===== config.mk =====
export PLATFORM = sky130hd
export DESIGN_NAME = lwh_ctrl
export DESIGN_NICKNAME = d
export VERILOG_FILES = /design/src/lwh_pkg.sv /design/src/lwh_ctrl.sv
export SDC_FILE = /design/constraint.sdc
export NUM_CORES = 1
export LEC_CHECK = 0
export ABC_CLOCK_PERIOD_IN_PS = 3400
export BUFFER_PORTS_ARGS = -buffer_cell sky130_fd_sc_hd__buf_4
export CAP_MARGIN = 20
export CORE_AREA = 2 2 39 41
export DETAILED_ROUTE_END_ITERATION = 10
export DIE_AREA = 0 0 41 43
export GPL_TIMING_DRIVEN = 0
export SLEW_MARGIN = 15
export SYNTH_ARGS = -nofsm -noshare
export SYNTH_HDL_FRONTEND = slang
export SYNTH_SLANG_ARGS = --single-unit

===== constraint.sdc =====
create_clock -name clk -period 3.4 [get_ports clk]
set_input_delay 0.17 -clock clk [delete_from_list [all_inputs] [get_ports clk]]
set_output_delay 0.17 -clock clk [all_outputs]
set_load 0.03 [all_outputs]

===== src/lwh_pkg.sv =====
// shared constants, codes and controller/datapath interface types
package lwh_pkg;

  localparam int MAX_WALK_DEF   = 7;
  localparam int COUNT_BITS_DEF = 20;

  localparam int WL_W    = 3;
  localparam int DIR_W   = 3;
  localparam int LIMIT_W = 8;
  localparam int FRAC_W  = 17;
  localparam int PADDR_W = 3;
  localparam int PDATA_W = 32;

  localparam logic [WL_W-1:0] WALK_LENGTH_RST = 3'd7;

  localparam logic CMD_STEP  = 1'b0;
  localparam logic CMD_QUERY = 1'b1;

  localparam logic [DIR_W-1:0] DIR_X_NEG = 3'd0;
  localparam logic [DIR_W-1:0] DIR_X_POS = 3'd1;
  localparam logic [DIR_W-1:0] DIR_Y_NEG = 3'd2;
  localparam logic [DIR_W-1:0] DIR_Y_POS = 3'd3;
  localparam logic [DIR_W-1:0] DIR_Z_NEG = 3'd4;
  localparam logic [DIR_W-1:0] DIR_Z_POS = 3'd5;

  localparam logic REG_WALK_LENGTH = 1'b0;

  typedef struct packed {
    logic clr_wr;
    logic step_take;
    logic query_take;
    logic rec_addr;
    logic rec_wr;
    logic scan_rd;
    logic div_load;
    logic div_step;
    logic load_out;
  } lwh_cmd_t;

  typedef struct packed {
    logic clr_last;
    logic rec_due;
    logic scan_last;
    logic div_last;
    logic out_free;
  } lwh_status_t;

endpackage


===== src/lwh_ctrl.sv =====
// controller state machine: clearing pass, step recording, scan, divide, result
module lwh_ctrl import lwh_pkg::*; (
  input  logic        clk,
  input  logic        rst,
  input  logic        in_valid,
  input  logic        cmd,
  output logic        in_ready,
  input  lwh_status_t status,
  output lwh_cmd_t    ctl
);

  localparam logic [3:0] S_CLEAR    = 4'd0;
  localparam logic [3:0] S_IDLE     = 4'd1;
  localparam logic [3:0] S_REC_ADDR = 4'd2;
  localparam logic [3:0] S_REC_WR   = 4'd3;
  localparam logic [3:0] S_SCAN     = 4'd4;
  localparam logic [3:0] S_DRAIN    = 4'd5;
  localparam logic [3:0] S_DIV_LD   = 4'd6;
  localparam logic [3:0] S_DIV      = 4'd7;
  localparam logic [3:0] S_FINISH   = 4'd8;

  logic [3:0] state;
  logic [3:0] state_next;

  always_ff @(posedge clk) begin
    if (rst) begin
      state <= S_CLEAR;
    end else begin
      state <= state_next;
    end
  end

  assign in_ready = (state == S_IDLE);

  always_comb begin
    state_next = state;
    ctl        = '0;
    case (state)
      S_CLEAR: begin
        ctl.clr_wr = 1'b1;
        if (status.clr_last) begin
          state_next = S_IDLE;
        end
      end
      S_IDLE: begin
        if (in_valid) begin
          if (cmd == CMD_STEP) begin
            ctl.step_take = 1'b1;
            if (status.rec_due) begin
              state_next = S_REC_ADDR;
            end
          end else begin
            ctl.query_take = 1'b1;
            state_next     = S_SCAN;
          end
        end
      end
      S_REC_ADDR: begin
        ctl.rec_addr = 1'b1;
        state_next   = S_REC_WR;
      end
      S_REC_WR: begin
        ctl.rec_wr = 1'b1;
        state_next = S_IDLE;
      end
      S_SCAN: begin
        ctl.scan_rd = 1'b1;
        if (status.scan_last) begin
          state_next = S_DRAIN;
        end
      end
      S_DRAIN: begin
        state_next = S_DIV_LD;
      end
      S_DIV_LD: begin
        ctl.div_load = 1'b1;
        state_next   = S_DIV;
      end
      S_DIV: begin
        ctl.div_step = 1'b1;
        if (status.div_last) begin
          state_next = S_FINISH;
        end
      end
      S_FINISH: begin
        if (status.out_free) begin
          ctl.load_out = 1'b1;
          state_next   = S_IDLE;
        end
      end
      default: begin
        state_next = S_CLEAR;
      end
    endcase
  end

endmodule


==> flow_summary.ini <==
[status]
outcome = finished clean

[clock_tree]
cts.sinks = 4
cts_hold_buf = 0
cts_tree = built
cts_resized = 0
cts_setup_buffers = 0
root_buffer = clkbuf_4
worstSkewPairLatency_ps = 230
h-tree-depth = 1
cts_buffers = 3
cts_buffer_depth = 2
clk_pin_slew_ps = 40

[placement]
port_buffers = 18
hpwl_um = 786.7
routabilityCongestion = 0.7995

[cells_and_area]
reg.largest.list = state (4)
nNetsFinal = 85
area_growth_pct = 42.77
n_antenna_cell = 0
drive_above_1_share_pct = 43.24
largest_reg_flops = 4
top_register = state

[routing]
highest_layer = met4
wl_met1_um = 521
drc = 0
via_per_inst = 5.144
met2_length_um = 475
vias = 463
drtIter0Drc = 5
dr_wl_met3_um = 66
wl_mm = 1.073
drtPass1Iterations = 4
ant_nets = 0
drt-wirelength-per-cell_um = 11.92

[critical_path]
crit_family = simple AND/OR/NAND/NOR gates
cp.buffers_inverters = 2
critPathRequiredTime_ps = 3230
r2r_start = state[1]$_SDFFE_PP0P_
crit_fanout = 10
cpMaxStageDelayCell = or4b_1
start_kind = flip-flop
reg2reg_depth = 5
crit_type = reg2out
reg2reg_to = state[3]$_SDFFE_PP0P_
path_cells = buf_2 -> or4b_1 -> nor2_1 -> buf_4
arrival_ps = 1610
worstSetupEndpointType = output pin
max_stage_delay_ps = 550
r2r_slack_ps = 1870

[logic_synthesis]
async_flop_share_pct = 0
syn_avg_cell_area_um2 = 7.838
synth_ff_type = dfxtp_1
netlist.area_leader.share_pct = 19.28
ys_seq_elements = 4
yosysMostFrequentCell = nor2_1
syn_nets = 62
synth.distinct_cells = 32
synth_edf_count = 0
ys_top_cells_by_count = nor2_1 (8), dfxtp_1 (4), a21oi_1 (3), nor2b_1 (3)
synthesis.instances = 53
seq_area_frac_synth_pct = 19.28
syn_area_um2 = 415.4
synth_area_leader_cell = dfxtp_1
yosys-top-cells-area = dfxtp_1 (19%), nor2_1 (7.2%), buf_6 (5.4%)
ys_warn_count = 0

[timing]
slew_viol_final = 0
tightest_slew_ps = 426.5
fin_hold_ws_ps = 152.0
clock_skew_ps = 1.297
finalCritPeriodShare_pct = 52.28
setup_violations = 0
maxSlewHeadroom_pct = 71.57
fin_tns_setup_ps = 0
hold_viol_final = 0
fmax_mhz = 562.6
min_period_ps = 1778
rsz0062_at_grt = no

[power]
p_comb_share_pct = 55.7
powerDensity_nw_per_um2 = 453.2
peakVddDrop_uv = 227.3
pwr-share-clk_pct = 21.5
seqPwrFrac_pct = 22.8
netSwitchingPower_uw = 110.6
switching_share_pct = 41.15
internal_power_uw = 158.2
p_leak_nw = 0.2522

[die]
pin_count = 19
die_x_um = 41
die_y_um = 43
row_count = 14
die_area_um2 = 1763
core_um2 = 1384
initial_core_util_pct = 30.02

[grt]
grt_overflow = 0
track_usage_pct = 15.22
grt_antenna_before_repair = 0
grt_pass1_vias = 422
grt_pass1_wl_mm = 1.807
grt_max_degree = 11

[hold_path]
hold_path_depth = 2
hold_class = in2reg
min_from = rst
whs_endpoint = state[0]$_SDFFE_PP0P_

[run]
maxCapViolCount = 0
[worst max path at each step]
stage               endpoint                   from  cells past startpoint
finish                ctl[0]  state[2]$_SDFFE_PP0P_                      4
global route          ctl[0]  state[2]$_SDFFE_PP0P_                      4
CTS                   ctl[0]  state[2]$_SDFFE_PP0P_                      4
detailed placement    ctl[0]  state[2]$_SDFFE_PP0P_                      4
global placement      ctl[0]  state[2]$_SDFFE_PP0P_                      4
floorplan             ctl[7]  state[1]$_SDFFE_PP0P_                      3
[layer usage]
| layer | up-vias | GRT usage [%] |
|---|---|---|
| li1 | 235 | - |
| met1 | 209 | 20.38 |
| met2 | 17 | 20.00 |
| met3 | 2 | 7.853 |
| met4 | 0 | 6.000 |
| met5 | - | 0 |
[per-stage QoR]
step           total power, mW  instance area (µm²)  instances  utilization [%]  setup slack [ps]
2_1_floorplan           0.1658                415.4         53                -              1615
3_3_place_gp            0.2106                570.5         87            41.23              1873
3_5_place_dp            0.2103                570.5         87            41.23              1880
4_1_cts                 0.2706                593.1         90            42.86              1623
5_1_grt                 0.2917                593.1         90            42.86              1510
6_report                0.2688                593.1         90            42.86              1622
[cell type report]
| class | count | area (µm²) |
|---|---|---|
| Timing Repair Buffer | 18 | 135.1 |
| Clock buffer | 3 | 22.52 |
| Multi-Input combinational cell | 44 | 300.3 |
| Inverter | 1 | 3.754 |
| Buffer | 4 | 31.28 |
| Fill cell | 149 | 790.8 |
| Sequential cell | 4 | 80.08 |
| Tap cell | 16 | 20.02 |
[cells by family (layout without fill, tap and decap cells)]
kind of cell | Yosys count | after routing | synth area share [%]
flops | 4 | 4 | 19.28
simple gates | 31 | 31 | 48.80
buf+inv | 5 | 26 | 8.430
compound gates | 13 | 13 | 23.49
[power groups by stage]
| stage | registers [mW] | logic, mW | clock network [mW] |
|---|---|---|---|
| global route | 0.0623 | 0.163 | 0.0666 |
| global placement | 0.0618 | 0.149 | 0 |
| CTS | 0.0610 | 0.149 | 0.0609 |
| finish | 0.0613 | 0.150 | 0.0577 |
| detailed placement | 0.0618 | 0.148 | 0 |
| floorplan | 0.0598 | 0.106 | 0 |
[cell usage in the layout (no fill, tap or decap), types with 2 or more instances in the layout]
cell	synthesis	final
dfxtp_1	4	4
o21ai_0	2	2
nand2b_1	2	2
or4b_1	2	2
nand2_1	2	2
nor2_1	8	8
clkbuf_4	0	3
buf_6	2	2
nor3_1	2	2
nor2b_1	3	3
buf_4	0	18
or3b_1	2	2
a21oi_1	3	3
Power figures use the tool's default switching activity.
